<file path="config.mk">
export PLATFORM = sky130hd
export DESIGN_NAME = lsb_message_extract_flat
export DESIGN_NICKNAME = d
export VERILOG_FILES = /design/src/hdl/lme_pkg.sv /design/src/hdl/lme_pix_if.sv /design/src/hdl/lme_res_if.sv /design/src/hdl/lme_lane.sv /design/src/hdl/lme_merge.sv /design/src/hdl/lsb_message_extract.sv /design/src/flat_wrapper.sv
export VERILOG_INCLUDE_DIRS = /design/src /design/src/hdl
export SDC_FILE = /design/constraint.sdc
export NUM_CORES = 1
export LEC_CHECK = 0
export ABC_AREA = 1
export BUFFER_PORTS_ARGS = -buffer_cell sky130_fd_sc_hd__buf_2
export CORE_ASPECT_RATIO = 1.1
export CORE_UTILIZATION = 60
export DETAILED_ROUTE_END_ITERATION = 10
export PLACE_DENSITY_LB_ADDON = 0.12
export SYNTH_ARGS = -nofsm -noshare
export SYNTH_HDL_FRONTEND = slang
export SYNTH_HIERARCHICAL = 1
export SYNTH_SLANG_ARGS = --single-unit
</file>
<file path="constraint.sdc">
create_clock -name clk -period 7.8 [get_ports clk]
set_input_delay 1.95 -clock clk [delete_from_list [all_inputs] [get_ports clk]]
set_output_delay 1.95 -clock clk [all_outputs]
set_load 0.1 [all_outputs]
</file>
<file path="src/hdl/lsb_message_extract_defines.svh">
// Assertion helpers shared by the RTL; empty when building for synthesis.
`ifndef LSB_MESSAGE_EXTRACT_DEFINES_SVH
`define LSB_MESSAGE_EXTRACT_DEFINES_SVH

`ifndef SYNTHESIS
// Check cons in the same cycle whenever ante holds.
`define LME_ASSERT_SAME(label, clk, rst_n, ante, cons) \
	label: assert property (@(posedge clk) disable iff (!rst_n) (ante) |-> (cons)) \
		else $error("lsb_message_extract: same-cycle check failed");
// Check cons in the cycle after ante holds.
`define LME_ASSERT_NEXT(label, clk, rst_n, ante, cons) \
	label: assert property (@(posedge clk) disable iff (!rst_n) (ante) |=> (cons)) \
		else $error("lsb_message_extract: next-cycle check failed");
`else
`define LME_ASSERT_SAME(label, clk, rst_n, ante, cons)
`define LME_ASSERT_NEXT(label, clk, rst_n, ante, cons)
`endif

`endif

</file>
<file path="src/hdl/lme_pkg.sv">
`default_nettype none
package lme_pkg;

	// Decoder phase
	typedef enum logic [1:0] {
		PH_MARKER = 2'd0,
		PH_LENGTH = 2'd1,
		PH_TEXT   = 2'd2,
		PH_DONE   = 2'd3
	} phase_t;

	// Result codes
	typedef enum logic [1:0] {
		KIND_BYTE   = 2'd0,
		KIND_LENGTH = 2'd1,
		KIND_NOMSG  = 2'd2,
		KIND_TRUNC  = 2'd3
	} kind_t;

	localparam int unsigned LANES = 3;
	localparam logic [5:0] MARKER_BITS = 6'd24;
	localparam logic [5:0] HEADER_BITS = 6'd56;
	localparam logic [23:0] MARKER_RESET = 24'hE29DA4;

	// Output queue: two results may enter per pixel
	localparam int unsigned QDEPTH = 4;
	localparam int unsigned QPTR_W = $clog2(QDEPTH);
	localparam int unsigned QCNT_W = $clog2(QDEPTH + 1);

	typedef struct packed {
		phase_t      phase;
		logic [5:0]  hdr_cnt;
		logic [31:0] hdr_sh;
		logic [7:0]  byte_sh;
		logic [2:0]  byte_cnt;
		logic [31:0] remain;
	} dec_state_t;

	typedef struct packed {
		kind_t       kind;
		logic [31:0] value;
		logic        last;
	} res_t;

	typedef struct packed {
		logic hit;
		res_t res;
	} lane_out_t;

	typedef struct packed {
		logic [QCNT_W-1:0] count;
		logic              room;
	} q_stat_t;

endpackage
`default_nettype wire

</file>
<file path="src/hdl/lme_pix_if.sv">
`default_nettype none
interface lme_pix_if;
	logic       valid;
	logic       ready;
	logic [7:0] red;
	logic [7:0] green;
	logic [7:0] blue;
	logic       first_pixel;
	logic       last_pixel;

	modport source (output valid, red, green, blue, first_pixel, last_pixel, input ready);
	modport sink (input valid, red, green, blue, first_pixel, last_pixel, output ready);
endinterface
`default_nettype wire

</file>
<file path="src/hdl/lme_res_if.sv">
`default_nettype none
interface lme_res_if;
	logic        valid;
	logic        ready;
	logic [1:0]  kind;
	logic [31:0] value;
	logic        last;

	modport source (output valid, kind, value, last, input ready);
	modport sink (input valid, kind, value, last, output ready);
endinterface
`default_nettype wire

</file>
<file path="src/hdl/lme_lane.sv">
`default_nettype none
module lme_lane (
	input  lme_pkg::dec_state_t st_in,
	input  logic                bit_in,
	input  logic [23:0]         marker,
	output lme_pkg::dec_state_t st_out,
	output lme_pkg::lane_out_t  lane_res
);
	import lme_pkg::*;

	// Advance the decoder by one stream bit
	always_comb begin
		st_out   = st_in;
		lane_res = '0;
		unique case (st_in.phase)
			PH_MARKER, PH_LENGTH: begin
				st_out.hdr_sh  = {st_in.hdr_sh[30:0], bit_in};
				st_out.hdr_cnt = st_in.hdr_cnt + 6'd1;
				if (st_in.phase == PH_MARKER && st_out.hdr_cnt == MARKER_BITS) begin
					if (st_out.hdr_sh[23:0] != marker) begin
						lane_res.hit       = 1'b1;
						lane_res.res.kind  = KIND_NOMSG;
						lane_res.res.value = 32'd0;
						lane_res.res.last  = 1'b1;
						st_out.phase       = PH_DONE;
					end else begin
						st_out.phase = PH_LENGTH;
					end
				end else if (st_in.phase == PH_LENGTH && st_out.hdr_cnt == HEADER_BITS) begin
					st_out.remain      = st_out.hdr_sh;
					lane_res.hit       = 1'b1;
					lane_res.res.kind  = KIND_LENGTH;
					lane_res.res.value = st_out.hdr_sh;
					if (st_out.hdr_sh == 32'd0) begin
						lane_res.res.last = 1'b1;
						st_out.phase      = PH_DONE;
					end else begin
						lane_res.res.last = 1'b0;
						st_out.phase      = PH_TEXT;
					end
				end
			end
			PH_TEXT: begin
				st_out.byte_sh  = {st_in.byte_sh[6:0], bit_in};
				st_out.byte_cnt = st_in.byte_cnt + 3'd1;
				// Emit the byte on its eighth bit
				if (st_in.byte_cnt == 3'd7) begin
					st_out.remain      = st_in.remain - 32'd1;
					lane_res.hit       = 1'b1;
					lane_res.res.kind  = KIND_BYTE;
					lane_res.res.value = {24'd0, st_out.byte_sh};
					lane_res.res.last  = (st_in.remain == 32'd1);
					if (st_in.remain == 32'd1) begin
						st_out.phase = PH_DONE;
					end
				end
			end
			PH_DONE: begin
			end
		endcase
	end

endmodule
`default_nettype wire

</file>
<file path="src/hdl/lme_merge.sv">
`default_nettype none
module lme_merge (
	input  logic                              clk,
	input  logic                              arst_n,
	input  logic                              push,
	input  lme_pkg::lane_out_t [lme_pkg::LANES-1:0] lane_res,
	input  lme_pkg::lane_out_t                end_res,
	lme_res_if.source                         res,
	output lme_pkg::q_stat_t                  stat
);
	import lme_pkg::*;

	res_t              mem_q [QDEPTH];
	logic [QPTR_W-1:0] wr_q;
	logic [QPTR_W-1:0] rd_q;
	logic [QCNT_W-1:0] count_q;

	lane_out_t  lane_m;
	res_t       e0;
	res_t       e1;
	logic [1:0] n_push;
	logic       pop;

	// Combine the lanes; at most one lane hits per pixel
	always_comb begin
		lane_m = '0;
		for (int i = 0; i < LANES; i++) begin
			if (lane_res[i].hit) begin
				lane_m = lane_res[i];
			end
		end
	end

	// Order lane result before the end-of-image result
	always_comb begin
		e0 = lane_m.hit ? lane_m.res : end_res.res;
		e1 = end_res.res;
		n_push = 2'd0;
		if (push) begin
			n_push = {1'b0, lane_m.hit} + {1'b0, end_res.hit};
		end
	end

	assign pop = res.valid & res.ready;

	// Store queued results
	always_ff @(posedge clk) begin
		if (n_push != 2'd0) begin
			mem_q[wr_q] <= e0;
		end
		if (n_push == 2'd2) begin
			mem_q[wr_q + QPTR_W'(1)] <= e1;
		end
	end

	// Advance pointers and fill count
	always_ff @(posedge clk or negedge arst_n) begin
		if (!arst_n) begin
			wr_q    <= '0;
			rd_q    <= '0;
			count_q <= '0;
		end else begin
			wr_q    <= wr_q + QPTR_W'(n_push);
			rd_q    <= rd_q + QPTR_W'(pop);
			count_q <= count_q + QCNT_W'(n_push) - QCNT_W'(pop);
		end
	end

	assign res.valid  = (count_q != '0);
	assign res.kind   = mem_q[rd_q].kind;
	assign res.value  = mem_q[rd_q].value;
	assign res.last   = mem_q[rd_q].last;

	assign stat.count = count_q;
	assign stat.room  = (count_q <= QCNT_W'(QDEPTH - 2));

endmodule
`default_nettype wire

</file>
<file path="src/hdl/lsb_message_extract.sv">
// Hidden-message reader. Takes pixels on pix and pulls bit 0 of red, green
// and blue, in that order, into an MSB-first stream. The first 24 bits must
// equal the marker register, the next 32 give the message length in bytes
// (reported as a length result), and the following bits are delivered as
// text bytes, the final one flagged last. A mismatch or an image that ends
// early closes the image with a no-message or truncated result; first_pixel
// restarts decoding. Three decoder lanes, one per color, handle a pixel
// combinationally, so a pixel is taken every clock while pix.ready is high;
// results are registered in a four-entry output queue that drives res and
// sets when pix.ready drops: it falls only while more than two results wait,
// that is, while res is held off. Write marker only while the block is idle.
`default_nettype none
`include "lsb_message_extract_defines.svh"
module lsb_message_extract (
	input  logic        clk,
	input  logic        arst_n,
	input  logic        marker_we,
	input  logic [23:0] marker_wdata,
	lme_pix_if.sink     pix,
	lme_res_if.source   res
);
	import lme_pkg::*;

	logic [23:0]                marker_q;
	dec_state_t                 dec_q;
	dec_state_t                 st_chain [LANES+1];
	logic [LANES-1:0]           lane_bit;
	lane_out_t [LANES-1:0]      lane_res;
	logic [LANES-1:0]           lane_hit;
	lane_out_t                  end_res;
	dec_state_t                 dec_next;
	q_stat_t                    stat;
	logic                       accept;

	assign accept   = pix.valid & pix.ready;
	assign pix.ready = stat.room;

	// Hold the marker register
	always_ff @(posedge clk or negedge arst_n) begin
		if (!arst_n) begin
			marker_q <= MARKER_RESET;
		end else if (marker_we) begin
			marker_q <= marker_wdata;
		end
	end

	// Restart on the first pixel of an image
	always_comb begin
		st_chain[0] = dec_q;
		if (pix.first_pixel) begin
			st_chain[0]       = '0;
			st_chain[0].phase = PH_MARKER;
		end
	end

	assign lane_bit[0] = pix.red[0];
	assign lane_bit[1] = pix.green[0];
	assign lane_bit[2] = pix.blue[0];

	// One lane per color bit, chained in stream order
	for (genvar g = 0; g < LANES; g++) begin : g_lane
		lme_lane u_lane (
			.st_in    (st_chain[g]),
			.bit_in   (lane_bit[g]),
			.marker   (marker_q),
			.st_out   (st_chain[g+1]),
			.lane_res (lane_res[g])
		);
		assign lane_hit[g] = lane_res[g].hit;
	end

	// Close the image when it ends undecided
	always_comb begin
		dec_next = st_chain[LANES];
		end_res  = '0;
		if (pix.last_pixel && st_chain[LANES].phase != PH_DONE) begin
			end_res.hit       = 1'b1;
			end_res.res.kind  = (st_chain[LANES].phase == PH_MARKER) ? KIND_NOMSG : KIND_TRUNC;
			end_res.res.value = 32'd0;
			end_res.res.last  = 1'b1;
			dec_next.phase    = PH_DONE;
		end
	end

	// Advance decoder state on each pixel transfer
	always_ff @(posedge clk or negedge arst_n) begin
		if (!arst_n) begin
			dec_q       <= '0;
			dec_q.phase <= PH_MARKER;
		end else if (accept) begin
			dec_q <= dec_next;
		end
	end

	lme_merge u_merge (
		.clk      (clk),
		.arst_n   (arst_n),
		.push     (accept),
		.lane_res (lane_res),
		.end_res  (end_res),
		.res      (res),
		.stat     (stat)
	);

	`LME_ASSERT_SAME(a_queue_bound, clk, arst_n, 1'b1, stat.count <= QCNT_W'(QDEPTH))
	`LME_ASSERT_SAME(a_one_lane_hit, clk, arst_n, accept, $onehot0(lane_hit))
	`LME_ASSERT_NEXT(a_last_closes, clk, arst_n, accept && pix.last_pixel, dec_q.phase == PH_DONE)

endmodule
`default_nettype wire
</file>
<file path="src/flat_wrapper.sv">
// flat-port wrapper written by rule: the top's interface ports become plain ports
module lsb_message_extract_flat import lme_pkg::*;
  (clk, arst_n, marker_we, marker_wdata, pix_valid, pix_red, pix_green, pix_blue, pix_first_pixel, pix_last_pixel, pix_ready, res_valid, res_kind, res_value, res_last, res_ready);
  lme_pix_if pix_i ();
  lme_res_if res_i ();
  input  logic clk;
  input  logic arst_n;
  input  logic marker_we;
  input  logic [23:0] marker_wdata;
  input wire logic [$bits(pix_i.valid)-1:0] pix_valid;
  input wire logic [$bits(pix_i.red)-1:0] pix_red;
  input wire logic [$bits(pix_i.green)-1:0] pix_green;
  input wire logic [$bits(pix_i.blue)-1:0] pix_blue;
  input wire logic [$bits(pix_i.first_pixel)-1:0] pix_first_pixel;
  input wire logic [$bits(pix_i.last_pixel)-1:0] pix_last_pixel;
  output wire logic [$bits(pix_i.ready)-1:0] pix_ready;
  output wire logic [$bits(res_i.valid)-1:0] res_valid;
  output wire logic [$bits(res_i.kind)-1:0] res_kind;
  output wire logic [$bits(res_i.value)-1:0] res_value;
  output wire logic [$bits(res_i.last)-1:0] res_last;
  input wire logic [$bits(res_i.ready)-1:0] res_ready;
  assign pix_i.valid = pix_valid;
  assign pix_i.red = pix_red;
  assign pix_i.green = pix_green;
  assign pix_i.blue = pix_blue;
  assign pix_i.first_pixel = pix_first_pixel;
  assign pix_i.last_pixel = pix_last_pixel;
  assign pix_ready = pix_i.ready;
  assign res_valid = res_i.valid;
  assign res_kind = res_i.kind;
  assign res_value = res_i.value;
  assign res_last = res_i.last;
  assign res_i.ready = res_ready;
  lsb_message_extract u_core (.clk(clk), .arst_n(arst_n), .marker_we(marker_we), .marker_wdata(marker_wdata), .pix(pix_i), .res(res_i));
endmodule
</file>
==> results.yml <==
sta:
  hold_viol_final: 0
  fin_crit_sh_pct: 95.16
  drv_slew: 0
  fmax_mhz: 134.7
  timing.hold.ws_ps: 479.1
  timing.final.crit_period_ps: 7423
  fin_skew_ps: 27.56
  setup_viol: 0
  tightest_slew_ps: 1258
  slew_headroom_pct: 16.14
cells_and_area:
  layout.nets: 4261
  syn_to_final_growth_pct: 21.48
  final_layout_size_suffix_gt1_share_pct: 15.92
  fin_util_pct: 74.70
  multi_input_area_um2: 13260
  fill_cells: 3033
  regArea_um2: 7023
pwr:
  p_int_w: 0.003007
  peakVddDrop_uv: 331.5
  p_sw_w: 0.003101
  p_seq_share_pct: 28.1
  power.density_nw_per_um2: 223.8
  pwr-share-clk_pct: 20.5
  leakagePower_nw: 13.78
  finalPower_w: 0.006108
  p_sw_share_pct: 50.77
  combPwrFrac_pct: 51.4
worst_hold_path:
  worstHoldPathCells: 2
  min_from: "u_core/dec_q[79]$_DFFE_PN0P_"
  hold_class: "reg -> reg"
  holdPathEnd: "u_core/dec_q[79]$_DFFE_PN0P_"
global_route:
  grt_use_met3_pct: 8.138
  antenna_found_initial: 1
  grt-ovfl-total: 0
  grt_pass1_vias: 23839
  grt_max_degree: 73
  gr-usage-met2_pct: 71.84
  track_usage_pct: 43.30
  grt_pass1_wl_um: 127900
  busiest_layer: "met2"
  grt_util_met1_pct: 51.14
routing:
  wl_um: 84060
  drtAntennaViolNets: 0
  drcViolationCount: 0
  drtIter0Drc: 3038
  wl_per_cell_um: 17.92
  vias: 25871
  dr.pass1.iters: 7
  vias_per_cell: 5.515
setup_path:
  r2r_slack_ps: 1650
  rr_startpoint: "u_core/dec_q[76]$_DFFE_PN0P_"
  startpoint_type: "primary input"
  slowest_stage: "fa_1"
  reg2reg_depth: 34
  crit_path_frequent_cell: "nand2_1"
  r2r-end: "u_core/u_merge/count_q[2]$_DFF_PN0_"
  end_kind: "flop"
  crit_path_max_incr_delay_ps: 430
  cp.required_ps: 8290
  critPathMaxFanout: 7
  cp_data_arrival_time_ps: 7910
  crit_type: "in -> reg"
clock_tree:
  clk_pin_slew_ps: 60
  cts_tree: "yes"
  numCtsBuffers: 26
  cts_max_path_buffers: 3
  cts_root_buf: "clkbuf_16"
  clock-sinks: 252
  cts.htree.levels: 1
  clk_latency_ps: 570
run_status:
  status: "finished, final reports clean"
logic_synthesis:
  synth.cell_area_um2: 22460
  synthCells: 3672
  yosysWarnings: 6
  avgSynthCellArea_um2: 6.118
placed_design:
  gp_congestion: 1.111
  dp_hpwl_um: 63940
  port_buffers: 70
die:
  die_x_um: 186.5
  core_um2: 36540
  row_count: 73
  ios: 92
  initial_core_util_pct: 61.49
  die_area_um2: 38220
  die_y_um: 204.9
run:
  maxCapViolations: 0
## placed cells by master, fill, tap and decap left out, types with 5 or more instances in the layout
cell type	n
a21oi_1	52
buf_12	15
buf_2	69
buf_4	409
clkbuf_1	5
clkbuf_16	27
clkinvlp_4	5
conb_1	160
dfrtp_1	99
dfstp_2	12
edfxtp_1	140
ha_1	20
inv_1	473
inv_2	16
nand2_1	1446
nand2_2	45
nand3_1	262
nand4_1	56
nor2_1	381
nor2_2	9
nor2_4	20
nor3_1	15
nor4_1	6
o211ai_1	22
o211ai_2	13
o21ai_0	260
o21bai_1	5
o22ai_1	40
xnor2_1	61
xor2_1	12
## per-layer routing
metal	share of wire [%]	vias up
met3	11	366
met4	7.5	2
met2	45	1494
met1	36	11639
met5	0.013	-
li1	-	12370
## power groups by stage
stage	combinational (W)	sequential, W	clock [W]
2_1_floorplan	0.00240	0.00164	0
3_3_place_gp	0.00300	0.00173	0
3_5_place_dp	0.00306	0.00174	0
4_1_cts	0.00308	0.00171	0.00126
5_1_grt	0.00332	0.00173	0.00130
6_report	0.00314	0.00171	0.00125
## per-stage QoR
stage / cells / TNS (ps) / worst slack, ps / instance area, µm²
final: 4691 / 0 / 377.2 / 27290
after global routing: 4689 / -19.92 / -19.92 / 27280
after CTS: 4688 / 0 / 372.6 / 27240
after detailed placement: 4641 / -89.79 / -89.79 / 26400
after global placement: 4641 / 0 / 119.5 / 26400
after floorplan: 3831 / 0 / 14.95 / 23070
## critical path, delay by kind of cell
kind	cells	cell delay (ps)
xor+xnor	3	510
buf+inv	8	1050
fa+ha+maj	5	1360
simple gates	23	2730
compound gates	2	280
## sequential cells by signal, summed over array words and instances, names as in the netlist
register and cells:
u_core/u_merge/wr_q 2, u_core/u_merge/mem_q 140, u_core/u_merge/count_q 3, u_core/u_merge/rd_q 2, u_core/dec_q 81, u_core/marker_q 24
## worst max path at each step
stage / startpoint / end / slack (ps) / depth (start not counted)
floorplan: pix_first_pixel / u_core/u_merge/mem_q[3][0]$_DFFE_PP_ / 10 / 37
global route: pix_first_pixel / u_core/u_merge/count_q[2]$_DFF_PN0_ / -20 / 43
CTS: pix_first_pixel / u_core/u_merge/count_q[2]$_DFF_PN0_ / 370 / 42
finish: pix_first_pixel / u_core/u_merge/count_q[2]$_DFF_PN0_ / 380 / 41
global placement: pix_first_pixel / u_core/u_merge/count_q[2]$_DFF_PN0_ / 120 / 42
detailed placement: pix_first_pixel / u_core/u_merge/count_q[2]$_DFF_PN0_ / -90 / 42
## what timing repair did
action | in CTS | in global routing
resized for setup | 0 | 13
endpoints found under the setup margin | 0 | 26
hold buffers | 0 | 0
setup buffers | 0 | 1
endpoints found under the hold margin | 0 | 0
## cell type report
class / count / share of cell area [%]
Inverter: 490 / 6.740
Sequential cell: 252 / 25.73
Multi-Input combinational cell: 2920 / 48.58
Timing Repair Buffer: 493 / 13.62
Clock buffer: 32 / 2.545
Tap cell: 487 / 2.233
Antenna cell: 2 / 0.01834
Clock inverter: 15 / 0.5318
No activity file was read; power rests on OpenSTA's default activity.
